## src/rtl/i2c_bit_level_master_core_assert.svh

```systemverilog
// Assertion macros shared by the I2C master core modules.
`ifndef I2C_BIT_LEVEL_MASTER_CORE_ASSERT_SVH
`define I2C_BIT_LEVEL_MASTER_CORE_ASSERT_SVH

// Same-cycle implication, checked outside reset.
`define I2CM_ASSERT_IMP(lbl, ante, cons, msg) \
  lbl: assert property (@(posedge clk) disable iff (rst) (ante) |-> (cons)) else $error(msg);

// Next-cycle implication, checked outside reset.
`define I2CM_ASSERT_NXT(lbl, ante, cons, msg) \
  lbl: assert property (@(posedge clk) disable iff (rst) (ante) |=> (cons)) else $error(msg);

`endif

```

## src/rtl/i2cm_pkg.sv

```systemverilog
// Types and constants shared by the I2C master core modules.
package i2cm_pkg;

  localparam int BITS_PER_BYTE = 8;
  localparam int BIT_CNT_W     = $clog2(BITS_PER_BYTE + 1) < 4 ? 4 : $clog2(BITS_PER_BYTE + 1);
  localparam int DELAY_W       = 16;
  localparam int LIMIT_W       = 8;

  localparam logic [DELAY_W-1:0] DELAY_RESET     = 16'd2;
  localparam logic [LIMIT_W-1:0] ACK_LIMIT_RESET = 8'd250;

  // Tick queue between the front and the sequencer.
  localparam int QUEUE_DEPTH = 2;
  localparam int QPTR_W      = $clog2(QUEUE_DEPTH);
  localparam int QCNT_W      = $clog2(QUEUE_DEPTH + 1);

  typedef enum logic [2:0] {
    CMD_NONE     = 3'd0,
    CMD_START    = 3'd1,
    CMD_STOP     = 3'd2,
    CMD_SEND     = 3'd3,
    CMD_READ     = 3'd4,
    CMD_WAIT_ACK = 3'd5
  } cmd_t;

  typedef enum logic [0:0] {
    CFG_DELAY_TICKS    = 1'b0,
    CFG_ACK_WAIT_LIMIT = 1'b1
  } cfg_idx_t;

  typedef enum logic [4:0] {
    PH_IDLE, PH_ST1, PH_ST2, PH_ST3, PH_SP1, PH_SP2, PH_SP3,
    PH_WA1, PH_WA2, PH_WAPOLL, PH_WAF1, PH_WAF2, PH_WAF3, PH_WALOW,
    PH_TXBIT, PH_TXHIGH, PH_RXHIGH, PH_RXLOW, PH_AK1, PH_AK2, PH_AK3, PH_AK4
  } phase_t;

  // One classified tick as it travels through the queue.
  typedef struct packed {
    cmd_t                     cmd;
    logic [BITS_PER_BYTE-1:0] wdata;
    logic                     send_ack;
    logic                     sda;
  } tick_t;

  // Queue handshake toward the sequencer.
  typedef struct packed {
    logic  valid;
    tick_t item;
  } tick_q_t;

endpackage

```

## src/rtl/i2cm_front.sv

```systemverilog
// Input side: accepts tick beats, decodes the command and queues them.
`include "i2c_bit_level_master_core_assert.svh"

module i2cm_front
  import i2cm_pkg::*;
(
  input  logic                     clk,
  input  logic                     rst,
  input  logic                     in_valid,
  output logic                     in_ready,
  input  logic [2:0]               command,
  input  logic [BITS_PER_BYTE-1:0] write_data,
  input  logic                     send_ack,
  input  logic                     sda_in,
  output tick_q_t                  q_out,
  input  logic                     q_pop
);

  tick_t             entries [QUEUE_DEPTH];
  logic [QPTR_W-1:0] wr_ptr;
  logic [QPTR_W-1:0] rd_ptr;
  logic [QCNT_W-1:0] count;
  logic [QCNT_W-1:0] count_next;
  logic              push;
  logic              pop;
  tick_t             decoded;

  // Reserved command codes become no-ops here so the sequencer never sees them.
  always_comb begin
    decoded.wdata    = write_data;
    decoded.send_ack = send_ack;
    decoded.sda      = sda_in;
    unique case (command)
      CMD_START:    decoded.cmd = CMD_START;
      CMD_STOP:     decoded.cmd = CMD_STOP;
      CMD_SEND:     decoded.cmd = CMD_SEND;
      CMD_READ:     decoded.cmd = CMD_READ;
      CMD_WAIT_ACK: decoded.cmd = CMD_WAIT_ACK;
      default:      decoded.cmd = CMD_NONE;
    endcase
  end

  assign in_ready    = (count != QCNT_W'(QUEUE_DEPTH));
  assign push        = in_valid && in_ready;
  assign pop         = q_pop && q_out.valid;
  assign q_out.valid = (count != '0);
  assign q_out.item  = entries[rd_ptr];

  always_comb begin
    count_next = count;
    if (push && !pop) begin
      count_next = count + QCNT_W'(1);
    end else if (pop && !push) begin
      count_next = count - QCNT_W'(1);
    end
  end

  always_ff @(posedge clk) begin
    if (rst) begin
      wr_ptr <= '0;
      rd_ptr <= '0;
      count  <= '0;
    end else begin
      count <= count_next;
      if (push) begin
        wr_ptr <= wr_ptr + QPTR_W'(1);
      end
      if (pop) begin
        rd_ptr <= rd_ptr + QPTR_W'(1);
      end
    end
  end

  always_ff @(posedge clk) begin
    if (push) begin
      entries[wr_ptr] <= decoded;
    end
  end

  `I2CM_ASSERT_IMP(a_queue_bound, 1'b1, count <= QCNT_W'(QUEUE_DEPTH), "tick queue overfilled")

endmodule

```

## src/rtl/i2cm_seq.sv

```systemverilog
// Bus sequencer: runs one tick per cycle while results drain, holds configuration and the result register.
`include "i2c_bit_level_master_core_assert.svh"

module i2cm_seq
  import i2cm_pkg::*;
(
  input  logic                     clk,
  input  logic                     rst,
  input  logic                     cfg_valid,
  output logic                     cfg_ready,
  input  logic [0:0]               cfg_index,
  input  logic [DELAY_W-1:0]       cfg_data,
  input  tick_q_t                  q_in,
  output logic                     q_pop,
  output logic                     out_valid,
  input  logic                     out_ready,
  output logic                     scl_drive,
  output logic                     sda_drive,
  output logic                     busy_res,
  output logic                     done_res,
  output logic [BITS_PER_BYTE-1:0] read_byte,
  output logic                     ack_failed
);

  logic [DELAY_W-1:0]       delay_ticks;
  logic [LIMIT_W-1:0]       ack_wait_limit;

  phase_t                   phase, phase_next;
  logic [BIT_CNT_W-1:0]     bit_count, bit_count_next;
  logic [BITS_PER_BYTE-1:0] shift_reg, shift_reg_next;
  logic [DELAY_W-1:0]       delay_count, delay_count_next;
  logic [LIMIT_W-1:0]       poll_count, poll_count_next;
  logic                     scl_level, scl_level_next;
  logic                     sda_level, sda_level_next;
  logic                     ack_flag, ack_flag_next;
  logic                     ack_choice, ack_choice_next;
  logic [BITS_PER_BYTE-1:0] rx_byte, rx_byte_next;

  logic                     step;
  logic                     step_done;
  logic                     enter_en;
  phase_t                   enter_ph;
  logic [DELAY_W-1:0]       load_val;
  logic [LIMIT_W:0]         poll_inc;
  logic [BIT_CNT_W-1:0]     bit_inc;
  tick_t                    tk;

  assign cfg_ready = 1'b1;
  assign tk        = q_in.item;
  // A tick advances when the result register is free or being drained this cycle.
  assign step      = q_in.valid && (!out_valid || out_ready);
  assign q_pop     = step;
  assign load_val  = (delay_ticks == '0) ? DELAY_W'(1) : delay_ticks;
  assign poll_inc  = {1'b0, poll_count} + (LIMIT_W + 1)'(1);
  assign bit_inc   = bit_count + BIT_CNT_W'(1);

  always_ff @(posedge clk) begin
    if (rst) begin
      delay_ticks    <= DELAY_RESET;
      ack_wait_limit <= ACK_LIMIT_RESET;
    end else if (cfg_valid && cfg_ready) begin
      unique case (cfg_index)
        CFG_DELAY_TICKS:    delay_ticks    <= cfg_data;
        CFG_ACK_WAIT_LIMIT: ack_wait_limit <= cfg_data[LIMIT_W-1:0];
        default:            ;
      endcase
    end
  end

  always_comb begin
    phase_next       = phase;
    bit_count_next   = bit_count;
    shift_reg_next   = shift_reg;
    delay_count_next = delay_count;
    poll_count_next  = poll_count;
    scl_level_next   = scl_level;
    sda_level_next   = sda_level;
    ack_flag_next    = ack_flag;
    ack_choice_next  = ack_choice;
    rx_byte_next     = rx_byte;
    step_done        = 1'b0;
    enter_en         = 1'b0;
    enter_ph         = PH_IDLE;

    if (phase == PH_IDLE) begin
      unique case (tk.cmd)
        CMD_START: begin
          enter_en = 1'b1;
          enter_ph = PH_ST1;
        end
        CMD_STOP: begin
          enter_en = 1'b1;
          enter_ph = PH_SP1;
        end
        CMD_SEND: begin
          shift_reg_next   = tk.wdata;
          bit_count_next   = '0;
          sda_level_next   = tk.wdata[BITS_PER_BYTE-1];
          phase_next       = PH_TXBIT;
          delay_count_next = load_val;
        end
        CMD_READ: begin
          shift_reg_next  = '0;
          bit_count_next  = '0;
          ack_choice_next = tk.send_ack;
          enter_en        = 1'b1;
          enter_ph        = PH_RXHIGH;
        end
        CMD_WAIT_ACK: begin
          ack_flag_next   = 1'b0;
          poll_count_next = '0;
          enter_en        = 1'b1;
          enter_ph        = PH_WA1;
        end
        default: ;
      endcase
    end else if (phase == PH_WAPOLL) begin
      if (!tk.sda) begin
        enter_en = 1'b1;
        enter_ph = PH_WALOW;
      end else if (poll_inc > {1'b0, ack_wait_limit}) begin
        // Acknowledge never came: release the bus with a stop and flag it.
        ack_flag_next   = 1'b1;
        poll_count_next = '0;
        enter_en        = 1'b1;
        enter_ph        = PH_WAF1;
      end else begin
        poll_count_next = poll_inc[LIMIT_W-1:0];
      end
    end else if (delay_count <= DELAY_W'(1)) begin
      delay_count_next = '0;
      unique case (phase)
        PH_ST1:  begin enter_en = 1'b1; enter_ph = PH_ST2; end
        PH_ST2:  begin enter_en = 1'b1; enter_ph = PH_ST3; end
        PH_SP1:  begin enter_en = 1'b1; enter_ph = PH_SP2; end
        PH_SP2:  begin enter_en = 1'b1; enter_ph = PH_SP3; end
        PH_WA1:  begin enter_en = 1'b1; enter_ph = PH_WA2; end
        PH_WAF1: begin enter_en = 1'b1; enter_ph = PH_WAF2; end
        PH_WAF2: begin enter_en = 1'b1; enter_ph = PH_WAF3; end
        PH_WAF3: begin enter_en = 1'b1; enter_ph = PH_WALOW; end
        PH_TXBIT: begin enter_en = 1'b1; enter_ph = PH_TXHIGH; end
        PH_AK1:  begin enter_en = 1'b1; enter_ph = PH_AK2; end
        PH_AK2:  begin enter_en = 1'b1; enter_ph = PH_AK3; end
        PH_ST3, PH_SP3, PH_WALOW, PH_AK4: begin
          phase_next = PH_IDLE;
          step_done  = 1'b1;
        end
        PH_WA2: begin
          phase_next      = PH_WAPOLL;
          poll_count_next = '0;
        end
        PH_TXHIGH: begin
          shift_reg_next = {shift_reg[BITS_PER_BYTE-2:0], 1'b0};
          bit_count_next = bit_inc;
          scl_level_next = 1'b0;
          if (bit_inc < BIT_CNT_W'(BITS_PER_BYTE)) begin
            sda_level_next   = shift_reg[BITS_PER_BYTE-2];
            phase_next       = PH_TXBIT;
            delay_count_next = load_val;
          end else begin
            sda_level_next = 1'b1;
            phase_next     = PH_IDLE;
            step_done      = 1'b1;
          end
        end
        PH_RXHIGH: begin
          shift_reg_next = {shift_reg[BITS_PER_BYTE-2:0], tk.sda};
          enter_en       = 1'b1;
          enter_ph       = PH_RXLOW;
        end
        PH_RXLOW: begin
          bit_count_next = bit_inc;
          enter_en       = 1'b1;
          if (bit_inc < BIT_CNT_W'(BITS_PER_BYTE)) begin
            enter_ph = PH_RXHIGH;
          end else begin
            rx_byte_next = shift_reg;
            enter_ph     = PH_AK1;
          end
        end
        PH_AK3: begin
          if (ack_choice) begin
            enter_en = 1'b1;
            enter_ph = PH_AK4;
          end else begin
            phase_next = PH_IDLE;
            step_done  = 1'b1;
          end
        end
        default: phase_next = PH_IDLE;
      endcase
    end else begin
      delay_count_next = delay_count - DELAY_W'(1);
    end

    // Entering a step applies its line levels and loads a fresh delay.
    if (enter_en) begin
      unique case (enter_ph)
        PH_ST1: begin
          sda_level_next = 1'b1;
          scl_level_next = 1'b1;
        end
        PH_ST2, PH_SP1, PH_WAF1: sda_level_next = 1'b0;
        PH_SP3, PH_WA1, PH_WAF3, PH_AK4: sda_level_next = 1'b1;
        PH_ST3, PH_WALOW, PH_RXLOW, PH_AK3: scl_level_next = 1'b0;
        PH_SP2, PH_WA2, PH_WAF2, PH_TXHIGH, PH_RXHIGH, PH_AK2: scl_level_next = 1'b1;
        PH_AK1: sda_level_next = !ack_choice_next;
        default: ;
      endcase
      phase_next       = enter_ph;
      delay_count_next = load_val;
    end
  end

  always_ff @(posedge clk) begin
    if (rst) begin
      phase       <= PH_IDLE;
      bit_count   <= '0;
      shift_reg   <= '0;
      delay_count <= '0;
      poll_count  <= '0;
      scl_level   <= 1'b1;
      sda_level   <= 1'b1;
      ack_flag    <= 1'b0;
      ack_choice  <= 1'b0;
      rx_byte     <= '0;
      out_valid   <= 1'b0;
    end else begin
      if (step) begin
        phase       <= phase_next;
        bit_count   <= bit_count_next;
        shift_reg   <= shift_reg_next;
        delay_count <= delay_count_next;
        poll_count  <= poll_count_next;
        scl_level   <= scl_level_next;
        sda_level   <= sda_level_next;
        ack_flag    <= ack_flag_next;
        ack_choice  <= ack_choice_next;
        rx_byte     <= rx_byte_next;
        out_valid   <= 1'b1;
      end else if (out_ready) begin
        out_valid <= 1'b0;
      end
    end
  end

  always_ff @(posedge clk) begin
    if (step) begin
      scl_drive  <= scl_level_next;
      sda_drive  <= sda_level_next;
      busy_res   <= (phase_next != PH_IDLE);
      done_res   <= step_done;
      read_byte  <= rx_byte_next;
      ack_failed <= ack_flag_next;
    end
  end

  `I2CM_ASSERT_IMP(a_done_not_busy, out_valid && done_res, !busy_res, "done beat still busy")
  `I2CM_ASSERT_IMP(a_poll_no_delay, phase == PH_WAPOLL, delay_count == '0, "delay left in poll")
  `I2CM_ASSERT_IMP(a_bit_bound, 1'b1, bit_count <= BIT_CNT_W'(BITS_PER_BYTE), "bit count overrun")
  `I2CM_ASSERT_NXT(a_step_result, step, out_valid, "tick produced no result beat")

endmodule

```

## src/rtl/i2c_bit_level_master_core.sv

```systemverilog
// Top level of the tick-driven bit-level I2C master core.
// Every input beat is one bus timing tick carrying the sampled SDA level and, while
// the core is idle, a command (start, stop, send byte, read byte with ACK or NACK,
// wait for ACK); every tick yields exactly one result beat with the SCL and SDA
// drive levels (1 = released), busy, done, the last byte read and the ACK failure
// flag. The core takes one tick per clock cycle while results are taken: the sequencer
// advances its bus phase on each tick, fed by a two-entry tick queue, and its
// result register holds one result beat. While a result waits to be taken the queue
// keeps accepting input beats until it holds two ticks, and then the input stalls.
// A tick's result passes through the tick queue and is then registered in the result
// register. Configuration writes (delay ticks per bus phase, ACK poll limit) are
// always accepted and belong between commands.
module i2c_bit_level_master_core
  import i2cm_pkg::*;
(
  input  logic                     clk,
  input  logic                     rst,
  input  logic                     cfg_valid,
  output logic                     cfg_ready,
  input  logic [0:0]               cfg_index,
  input  logic [DELAY_W-1:0]       cfg_data,
  input  logic                     in_valid,
  output logic                     in_ready,
  input  logic [2:0]               command,
  input  logic [BITS_PER_BYTE-1:0] write_data,
  input  logic                     send_ack,
  input  logic                     sda_in,
  output logic                     out_valid,
  input  logic                     out_ready,
  output logic                     scl_drive,
  output logic                     sda_drive,
  output logic                     busy_res,
  output logic                     done_res,
  output logic [BITS_PER_BYTE-1:0] read_byte,
  output logic                     ack_failed
);

  tick_q_t tick_q;
  logic    tick_pop;

  i2cm_front u_front (
    .clk        (clk),
    .rst        (rst),
    .in_valid   (in_valid),
    .in_ready   (in_ready),
    .command    (command),
    .write_data (write_data),
    .send_ack   (send_ack),
    .sda_in     (sda_in),
    .q_out      (tick_q),
    .q_pop      (tick_pop)
  );

  i2cm_seq u_seq (
    .clk        (clk),
    .rst        (rst),
    .cfg_valid  (cfg_valid),
    .cfg_ready  (cfg_ready),
    .cfg_index  (cfg_index),
    .cfg_data   (cfg_data),
    .q_in       (tick_q),
    .q_pop      (tick_pop),
    .out_valid  (out_valid),
    .out_ready  (out_ready),
    .scl_drive  (scl_drive),
    .sda_drive  (sda_drive),
    .busy_res   (busy_res),
    .done_res   (done_res),
    .read_byte  (read_byte),
    .ack_failed (ack_failed)
  );

endmodule

```

## config.mk

```make
export PLATFORM = sky130hd
export DESIGN_NAME = i2c_bit_level_master_core
export DESIGN_NICKNAME = d
export VERILOG_FILES = /design/src/rtl/i2cm_pkg.sv /design/src/rtl/i2cm_front.sv /design/src/rtl/i2cm_seq.sv /design/src/rtl/i2c_bit_level_master_core.sv
export VERILOG_INCLUDE_DIRS = /design/src /design/src/rtl
export SDC_FILE = /design/constraint.sdc
export NUM_CORES = 1
export LEC_CHECK = 0
export BUFFER_PORTS_ARGS = -buffer_cell sky130_fd_sc_hd__buf_2
export CELL_PAD_IN_SITES_DETAIL_PLACEMENT = 1
export CELL_PAD_IN_SITES_GLOBAL_PLACEMENT = 2
export CORE_UTILIZATION = 23
export CTS_CLUSTER_DIAMETER = 120
export CTS_CLUSTER_SIZE = 10
export DETAILED_ROUTE_END_ITERATION = 8
export GPL_TIMING_DRIVEN = 0
export PLACE_DENSITY = 0.5
export SLEW_MARGIN = 5
export SYNTH_ARGS = -nofsm -noshare
export SYNTH_HDL_FRONTEND = slang
export SYNTH_HIERARCHICAL = 1
export SYNTH_SLANG_ARGS = --single-unit
```

## constraint.sdc

```tcl
create_clock -name clk -period 5.5 [get_ports clk]
set_input_delay 1.1 -clock clk [delete_from_list [all_inputs] [get_ports clk]]
set_output_delay 1.1 -clock clk [all_outputs]
set_load 0.02 [all_outputs]
```

### Word level (Yosys, flattened, before mapping)

Memory sizes are Yosys's and may differ from the RTL's. A register that Yosys moved wholly into a read port is not among the register bits.
Cells that the tools add are included.

* mux-type cells: 88
* magnitude comparators: 3
* multiply operators: 0
* shift-type cells: 0
* reduce and logical (&&, ||, !) cells: 37
* div/mod/pow operators: 0
* $add $sub $neg: 7
* equality and inequality tests: 58
* bitwise gates (word level): 2

Operator list (count)
* 16-bit 2-to-1 mux: 8
* 8-bit 2-to-1 mux: 15
* 5-bit by 4-bit equality test with 1-bit output, second input constant: 14
* 5-bit case mux with 14 select lines: 1
* 5-bit equality test, second input constant: 12
* 5-bit 2-to-1 mux: 11
* 5-bit by 3-bit equality test with 1-bit output, second input constant: 8
* 5-bit case mux with 4 select lines: 2
* 1-bit 2-to-1 mux: 34
* 8-bit case mux with 2 select lines: 2
* 4-bit 2-to-1 mux: 7
* 5-bit by 2-bit equality test with 1-bit output, second input constant: 4
* 16-bit by 1-bit less-or-equal comparator with 1-bit output, second input constant: 1
* 16-bit zero test: 1
* 16-bit by 1-bit subtractor with 16-bit output, second input constant: 1
* 3-bit case mux with 5 select lines: 1
* 5-bit AND reduction: 3
* 13-bit OR reduction: 1
* 3-bit by 2-bit equality test with 1-bit output, second input constant: 4
* 3-bit equality test, second input constant: 4
* 4-bit OR reduction: 3
* 5-bit by 1-bit equality test with 1-bit output, second input constant: 2
* 2-bit nonzero test: 5
* 8-bit by 1-bit adder with 9-bit output, second input constant: 1
* 28 further kinds: 50

* ROM bits: 0
* bits of input ports: 35
* word-level logic and storage cells: 218
* memories: 1
* bits in writable memories: 26
* latch bits: 0
* register bits: 95

Memories
* u_front.entries: depth 2, bits a word 13, rd ports 1, clocked after Yosys merged registers in 1, wr ports 1, line i2cm_front.sv:19 `tick_t entries [QUEUE_DEPTH];`

### Depth between registers and ports, before layout

Gate-level depths: netlist of the first run.

* word-level depth: 11
* mapped depth: 14

### Hierarchy

The synthesis of the first run kept the hierarchy.

Modules (own cells, without submodules)
* i2cm_seq: sequential area each 1951.9 um^2, instances 1, cells an instance 675, area an instance 5256.3 um^2
* i2cm_front: sequential area each 880.8 um^2, instances 1, cells an instance 71, area an instance 1203.7 um^2

### Worst setup path after synthesis of the first run

Ideal clock, no wire load.

* path kind: input port to flip-flop
* start: in out_ready
* end: reg u_front.count[1]
* slack: 2.243 ns
* stages on the path: 8
* arrival time: 3.187 ns
* cells stage by stage: nand2b_1 > nand2_1 > inv_2 > clkbuf_1 > o21ai_0 > ha_1 > or3_1 > a21oi_1

* cells in the longest elaborated chain, start to end: 6
* elaborated cells between the ends (all ways): 8

Ends and longest elaborated chain
* from (decl): line i2c_bit_level_master_core.sv:29 `input logic out_ready,`
* 1-bit logical OR (*): line i2cm_seq.sv:51 `assign step = q_in.valid && (!out_valid || out_ready);`
* 1-bit logical AND (*): line i2cm_seq.sv:51
* net tick_pop: line i2c_bit_level_master_core.sv:39 `logic tick_pop;`
* 1-bit logical AND (*): line i2cm_front.sv:45 `assign pop = q_pop && q_out.valid;`
* 1-bit zero test: line i2cm_front.sv:51 `if (push && !pop) begin`
* 1-bit logical AND: line i2cm_front.sv:51
* 2-bit 2-to-1 mux or 2-bit nonzero test (tied branches)
* to (signal assigned): line i2cm_front.sv:64 `count <= count_next;`
* to (decl): line i2cm_front.sv:22 `logic [QCNT_W-1:0] count;`

Mark *: on every way through the listed nets, which the timed path passes. The rest lies on a longest branch.
A chain may end at the register's enable or synchronous reset.

### Final worst setup path of the first run

* start: reg u_seq.poll_count[0]
* end: reg u_seq.delay_count[3]

* cells in the longest elaborated chain, start to end: 8
* elaborated cells between the ends (all ways): 10

Ends and longest elaborated chain
* from (decl): line i2cm_seq.sv:32 `logic [LIMIT_W-1:0] poll_count, poll_count_next;`
* from (signal assigned): line i2cm_seq.sv:234 `poll_count <= poll_count_next;`
* 8-bit by 1-bit adder with 9-bit output (*): line i2cm_seq.sv:54 `assign poll_inc = {1'b0, poll_count} + (LIMIT_W + 1)'(1);`
* 9-bit by 8-bit greater-than comparator with 1-bit output (*): line i2cm_seq.sv:121 `end else if (poll_inc > {1'b0, ack_wait_limit}) begin`
* 1-bit 2-to-1 mux (*): line i2cm_seq.sv:121
* 1-bit 2-to-1 mux (*): line i2cm_seq.sv:118 `if (!tk.sda) begin`
* 1-bit 2-to-1 mux (*): line i2cm_seq.sv:117 `end else if (phase == PH_WAPOLL) begin`
* 1-bit 2-to-1 mux (*): line i2cm_seq.sv:85 `if (phase == PH_IDLE) begin`
* 3-bit by 1-bit != test with 1-bit output (no line) or 3-bit by 2-bit != test with 1-bit output (tied branches)
* 3-bit AND reduction (no line)
* to (signal assigned): line i2cm_seq.sv:233 `delay_count <= delay_count_next;`
* to (decl): line i2cm_seq.sv:31 `logic [DELAY_W-1:0] delay_count, delay_count_next;`

Mark *: on every way between the ends. The rest lies on a longest branch, timed or not.

==> results.yml, run 1 <==
global_routing:
  overflow: 0
  top_usage_layer: "met2"
  grtUsageMet2: 0.257
  grt_max_degree: 24
  grt_pass1_wl_um: 35900
  use_met3: 0.0273
  grt_pass1_vias: 6106
  track_usage: 0.166
  grtUsageMet1: 0.233
  grt_antenna_before_repair: 0
sta:
  finalHoldViolCount: 0
  fin_ws_ns: 1.49
  worst_slew_pin_slew_ns: 0.937
  period_share: 0.729
  finalSetupViolations: 0
  finClkSkew_ns: 0.0180
  fmax_mhz: 250
  setup_tns_ns: 0
  max_slew_margin: 0.373
  slew_violations: 0
  period_needed_ns: 4.01
  rsz0062_at_grt: "no"
setup_path:
  path_class: "reg -> reg"
  reg2reg_to: "u_seq/delay_count[3]"
  worstSetupStartpointType: "flop"
  rr_startpoint: "u_seq/poll_count[0]"
  reg2reg_slack_ns: 1.49
  worstPathArrival_ns: 4.34
  setup.worst_path.end_class: "flop"
  worstPathMaxFanout: 10
  worstPathRequired_ns: 5.84
  r2r_cells: 14
final_layout:
  finish.instance_area_mm2: 0.00780
  final_cells: 1199
  antenna_cells: 0
  top_register: "u_front/entries"
  drive_above_1_share: 0.166
  finalNetCount: 864
  area_delta_synth_final_pct: 20.8
  register_area_mm2: 0.00283
  fill_cells: 3222
  multiInputGateArea_mm2: 0.00336
  reg.largest.list: "u_front/entries: 26 flops, u_seq/delay_count: 16 flops, u_seq/delay_ticks: 16 flops"
  largest_register_ffs: 26
yosys:
  ys.flop_type: "dfxtp_1"
  synth_warnings: 6
  seq_area_frac_synth: 0.439
  yosys-top-cells-area: "dfxtp_1 26%, edfxtp_1 18%, nand2_1 6.5%"
  async_flop_share: 0
  synth_nets: 796
  synth_top_cell_area_share: 0.257
  synthDistinctLibCells: 70
  syn_inst: 746
  syn_area_per_cell_um2: 8.66
  synth_edf_count: 39
  yosysTopAreaCell: "dfxtp_1"
  ys_ff_latch: 122
  syn-cell-area_mm2: 0.00646
power:
  p_int_mw: 2.56
  p_seq_frac: 0.267
  cellPowerDensity_mw_per_mm2: 601
  p_sw_mw: 2.13
  peakVddDrop_v: 0.000245
  leakage_nw: 2.97
  combinationalPowerShare: 0.470
  swShare: 0.454
  clock_power_share: 0.263
drt:
  ant_nets: 0
  drt_wl_total_um: 23100
  via_per_inst: 4.94
  vias: 5928
  firstDrtPassIters: 5
  wl_per_cell_um: 19.3
  drcViolationCount: 0
  drt_iter0_markers: 480
placed_design:
  postPlaceCellArea_mm2: 0.00717
  dp_slack_ns: 1.42
  placement.io_buffers: 49
  dp_hpwl_um: 17200
  dp.cells: 1167
  gp_congestion: 0.851
hold_path:
  hold_end: "u_seq/rx_byte[3]"
  hold_depth: 2
  min_from: "u_seq/rx_byte[3]"
  min_path_type: "reg -> reg"
floorplanning:
  die_h_um: 170
  io_pins: 51
  core_area_mm2: 0.0273
  die_w_um: 170
  die-area_mm2: 0.0288
  floorplan.initialDensity: 0.237
  row_count: 60
outcome:
  status: "complete, no violations"
cts:
  clk_latency_ns: 0.43
  cts_setup_buffers: 0
  cts_resized: 0
  cts_tree: "done"
  cts_max_path_buffers: 2
  clk_pin_slew_ns: 0.06
  cts_buffers: 17
  h-tree-depth: 4
  cts.sinks: 122
  hold_buffers: 0
  cts-root-buf: "clkbuf_16"
flow_run:
  max_cap_viol_count: 0
cell families (layout without fill, tap and decap cells):
kind of cell | Yosys count | in the layout | synth area share
and+or+nand+nor | 305 | 305 | 0.221
AOI/OAI and AO/OA | 194 | 194 | 0.201
DFF | 122 | 122 | 0.439
buffers and inverters | 65 | 146 | 0.0409
muxes | 25 | 25 | 0.0428
xor gates and xnor gates | 19 | 19 | 0.0258
adders and majority gates | 15 | 15 | 0.0291
other | 1 | 1 | 0.000581
final cells by class:
type,instances,area share
Clock inverter,15,0.0261
Sequential cell,122,0.363
Clock buffer,17,0.0545
Tap cell,372,0.0597
Buffer,42,0.0229
Inverter,23,0.0111
Timing Repair Buffer,49,0.0314
Multi-Input combinational cell,559,0.431
worst max-delay path: stages (launching register included):
cell      delay [ns]
dfxtp_1         0.42
ha_1            0.29
nand3_1         0.10
nor2_1          0.24
xor2_1          0.15
ha_1            0.34
a21o_1          0.15
a21oi_1         0.07
a211o_1         0.32
nand3_1         0.36
o211a_1         0.22
clkbuf_1        0.44
clkbuf_1        0.52
nand3_1         0.13
a31oi_1         0.16
stage by stage:
stage | total power [mW] | utilization | hold slack [ns]
after floorplan | 2.72 | - | 0.434
final | 4.69 | 0.286 | 0.461
after global placement | 3.45 | 0.263 | 0.439
after global routing | 5.00 | 0.286 | 0.491
after detailed placement | 3.47 | 0.263 | 0.452
after CTS | 4.74 | 0.286 | 0.462
metal layers:
| layer | part of all wire | vias to the layer above |
|---|---|---|
| met5 | 0 | - |
| met4 | 0.018 | 0 |
| met3 | 0.029 | 24 |
| met2 | 0.45 | 92 |
| met1 | 0.50 | 2947 |
| li1 | - | 2865 |
placed cells by master, fill, tap and decap left out, types with 4 or more instances in the layout:
cell,count
nand2_1,112
dfxtp_1,83
a21oi_1,70
nor2_1,65
buf_2,59
nand3_1,47
edfxtp_1,39
o21ai_0,30
clkbuf_1,29
inv_1,22
mux2_2,21
clkbuf_16,17
nor3_1,16
xor2_1,15
ha_1,15
nor4_1,15
nand2b_1,12
a22oi_1,10
nand4_1,8
a211oi_1,7
a31oi_1,7
a221oi_1,7
a311oi_1,7
and2_1,6
a21o_1,6
inv_8,5
a211o_1,5
o32ai_1,5
o211ai_1,5
o211a_1,4
nor3_2,4
xnor2_1,4
mux2i_1,4
cells in the mapped netlist, drive strengths merged (6+ instances only):
| cell | number |
|---|---|
| nand2 | 112 |
| dfxtp | 83 |
| a21oi | 71 |
| nor2 | 65 |
| nand3 | 47 |
| edfxtp | 39 |
| o21ai | 31 |
| clkbuf | 30 |
| inv | 23 |
| mux2 | 21 |
| nor3 | 20 |
| ha | 15 |
| nor4 | 15 |
| xor2 | 15 |
| buf | 12 |
| nand2b | 12 |
| a22oi | 10 |
| a221oi | 8 |
| nand4 | 8 |
| a211oi | 7 |
| a311oi | 7 |
| a31oi | 7 |
| and2 | 7 |
| a21o | 6 |
| o32ai | 6 |
power groups by stage:
stage               logic, mW  registers, mW  clock network (mW)
floorplan                1.43           1.29                   0
global placement         2.19           1.27                   0
detailed placement       2.20           1.27                   0
CTS                      2.21           1.25                1.28
global route             2.42           1.28                1.30
finish                   2.20           1.25                1.23
how the worst max path moves through the flow:
stage                                    from                    end  cells past startpoint
final                     u_seq/poll_count[0]   u_seq/delay_count[3]                     14
after global placement              out_ready       u_front/count[1]                      9
after CTS                 u_seq/poll_count[0]   u_seq/delay_count[3]                     13
after detailed placement  u_seq/poll_count[0]   u_seq/delay_count[3]                     13
after global routing      u_seq/poll_count[0]  u_seq/delay_count[15]                     14
after floorplan                     out_ready       u_front/count[1]                      8
Note: power is estimated with default switching activity, not from simulation.
==> run 2: changes to the inputs <==
Settings changed: ABC_AREA set to 1, PLACE_DENSITY 0.5 to 0.52.
Clock period 5.5 ns to 3.8 ns, I/O delays scaled along.
==> run 2 against run 1 <==
Compared with the run above:
- count of clock-buffer cells in the layout is 1 higher
- synthesized cell count rose by 18%
- combinational power up 77%
- power increased by 59%
- worst hold slack improved by 0.014 ns
- global-route usage down 0.59 points
- setup slack worse by 1.0 ns
- clock power rose by 24%
- area after synthesis is 2.9% higher
- clock skew shrank 0.0024 ns
- largest power group unchanged
- highest routed layer unchanged
==> results.yml, run 2 <==
drt:
  drcViolationCount: 0
  firstDrtPassIters: 5
  wl_per_cell_um: 16.7
  drt_wl_total_um: 22300
  drt_iter0_markers: 207
  ant_nets: 0
  via_per_inst: 4.46
  vias: 5968
placed_design:
  gp_congestion: 0.777
  dp_hpwl_um: 17200
  dp_slack_ns: 0.105
  postPlaceCellArea_mm2: 0.00736
  dp.cells: 1306
  placement.io_buffers: 49
setup_path:
  cp_top_family: "simple AND/OR/NAND/NOR gates"
  setup.worst_path.end_class: "flop"
  cpPeakStageDelay_ns: 0.41
  worstPathBufferInverterCount: 4
  worstPathMaxFanout: 10
  worstPathArrival_ns: 3.66
  path_class: "reg -> reg"
  path_cells: "ha_1 > nand3_1 > xor2_1 > inv_1 > ha_1 > nand2_1 > inv_1 > nand2_1 > nand3_1 > nand2_1 > nand2_1 > nand2_1 > nand3_2 > nand3_2 > inv_1 > clkbuf_2 > o21ai_0 > a31oi_1"
  cp_common_cell: "nand2_1"
  worstSetupStartpointType: "flop"
  slowest_stage: "dfxtp_1"
  worstPathRequired_ns: 4.15
  reg2reg_slack_ns: 0.49
yosys:
  yosysMostFrequentCell: "nand2_1"
  ys_top_cells_by_count: "166 x nand2_1, 114 x inv_1, 93 x nor2_1, 88 x o21ai_0, 83 x dfxtp_1"
  synthDistinctLibCells: 47
  syn_area_per_cell_um2: 7.56
  syn_inst: 879
  synth_edf_count: 39
  ys_ff_latch: 122
  synth_top_cell_area_share: 0.250
  async_flop_share: 0
  synth_nets: 929
  ys.flop_type: "dfxtp_1"
  yosys-top-cells-area: "dfxtp_1 25%, edfxtp_1 18%, nand2_1 9.4%"
  synth_warnings: 6
  yosysTopAreaCell: "dfxtp_1"
  seq_area_frac_synth: 0.426
  syn-cell-area_mm2: 0.00665
sta:
  period_needed_ns: 3.31
  rsz0062_at_grt: "no"
  max_slew_margin: 0.207
  worst_slew_pin_slew_ns: 1.19
  fin_ws_ns: 0.485
  setup_tns_ns: 0
  hold_ws_ns: 0.475
  fmax_mhz: 302
  finalSetupViolations: 0
  finalHoldViolCount: 0
  finClkSkew_ns: 0.0156
  slew_violations: 0
  period_share: 0.872
final_layout:
  reg.largest.list: "u_front/entries: 26 flops, u_seq/delay_count: 16 flops, u_seq/delay_ticks: 16 flops"
  drive_above_1_share: 0.152
  area_delta_synth_final_pct: 19.1
  mostFrequentLayoutCells: "166 x nand2_1, 114 x inv_1, 93 x nor2_1, 88 x o21ai_0, 83 x dfxtp_1"
  antenna_cells: 0
  utilization: 0.282
  largest_register_ffs: 26
  final_cells: 1338
  layout_commonest_cell: "nand2_1"
  fill_cells: 3505
  finalNetCount: 997
  finish.instance_area_mm2: 0.00791
  top_register: "u_front/entries"
cts:
  cts_setup_buffers: 0
  clk_latency_ns: 0.43
  h-tree-depth: 4
  cts_buffers: 17
  hold_buffers: 0
  clk_pin_slew_ns: 0.06
  cts_tree: "done"
  cts-root-buf: "clkbuf_16"
  cts_resized: 0
  cts.sinks: 122
  cts_max_path_buffers: 2
global_routing:
  overflow: 0
  use_met3: 0.0256
  grt_max_degree: 23
  top_usage_layer: "met2"
  track_usage: 0.160
  grt_pass1_wl_um: 35500
  grtUsageMet1: 0.229
  grt_pass1_vias: 6135
  grt_antenna_before_repair: 1
  grtUsageMet2: 0.252
outcome:
  status: "complete, no violations"
power:
  combinationalPowerShare: 0.521
  clock_power_share: 0.204
  p_sw_mw: 3.66
  peakVddDrop_v: 0.000316
  cellPowerDensity_mw_per_mm2: 943
  swShare: 0.491
  p_seq_frac: 0.275
  leakage_nw: 3.52
  power_mw: 7.46
  p_int_mw: 3.80
floorplanning:
  row_count: 61
  die-area_mm2: 0.0296
  core_area_mm2: 0.0281
  floorplan.initialDensity: 0.237
  die_h_um: 172
  die_w_um: 172
  io_pins: 51
flow_run:
  max_cap_viol_count: 0
hold_path:
  min_path_type: "reg -> reg"
## run 2: worst paths after layout
| kind | from | endpoint | depth (start not counted) |
|---|---|---|---|
| worst min-delay path | u_seq/scl_level | u_seq/scl_level | 2 |
| worst min register to register | u_seq/scl_level | u_seq/scl_level | 2 |
| worst max register to register | u_seq/poll_count[0] | u_seq/delay_count[7] | 18 |
| worst max-delay path | u_seq/poll_count[0] | u_seq/delay_count[7] | 18 |
## run 2: final cells by class
cell class              instances  area (um2)  share of cell area
multi-input cells             604        3220               0.407
flip-flops and latches        122        2830               0.358
well taps                     378         473              0.0598
inverters                     125         469              0.0593
clock buffers                  18         429              0.0542
repair buffers                 49         245              0.0310
plain buffers                  28         135              0.0171
clock inverters                14         110              0.0139
## run 2: cells by family (layout without fill, tap and decap cells)
family | count (synthesis) | after routing | synth area share
other | 1 | 1 | 0.000564
multiplexers | 13 | 13 | 0.0277
flip-flops | 122 | 122 | 0.426
AO/OA/AOI/OAI | 189 | 189 | 0.159
XOR/XNOR | 15 | 15 | 0.0198
adder cells (fa/ha/maj) | 15 | 15 | 0.0282
buffers and inverters | 153 | 234 | 0.0906
AND/OR/NAND/NOR | 371 | 371 | 0.248
## run 2: power by group through the flow
stage | clock [mW] | combinational [mW] | sequential (mW)
after detailed placement | 0 | 3.91 | 2.08
after global routing | 1.63 | 4.39 | 2.10
after global placement | 0 | 3.95 | 2.08
after floorplan | 0 | 2.62 | 2.09
after CTS | 1.58 | 3.93 | 2.05
final | 1.52 | 3.89 | 2.05
## run 2: worst register-to-register path, stage by stage (launching register included)
cell and delay, ns:
dfxtp_1 0.41, ha_1 0.24, nand3_1 0.15, xor2_1 0.24, inv_1 0.07, ha_1 0.29, nand2_1 0.05, inv_1 0.10
nand2_1 0.07, nand3_1 0.10, nand2_1 0.06, nand2_1 0.06, nand2_1 0.11, nand3_2 0.14, nand3_2 0.30, inv_1 0.28
clkbuf_2 0.30, o21ai_0 0.12, a31oi_1 0.16
## run 2: layer usage
metal | share of wire | wire, um
met3 | 0.015 | 327
met5 | 0 | 0
met2 | 0.45 | 10000
met4 | 0.0074 | 166
met1 | 0.53 | 11800
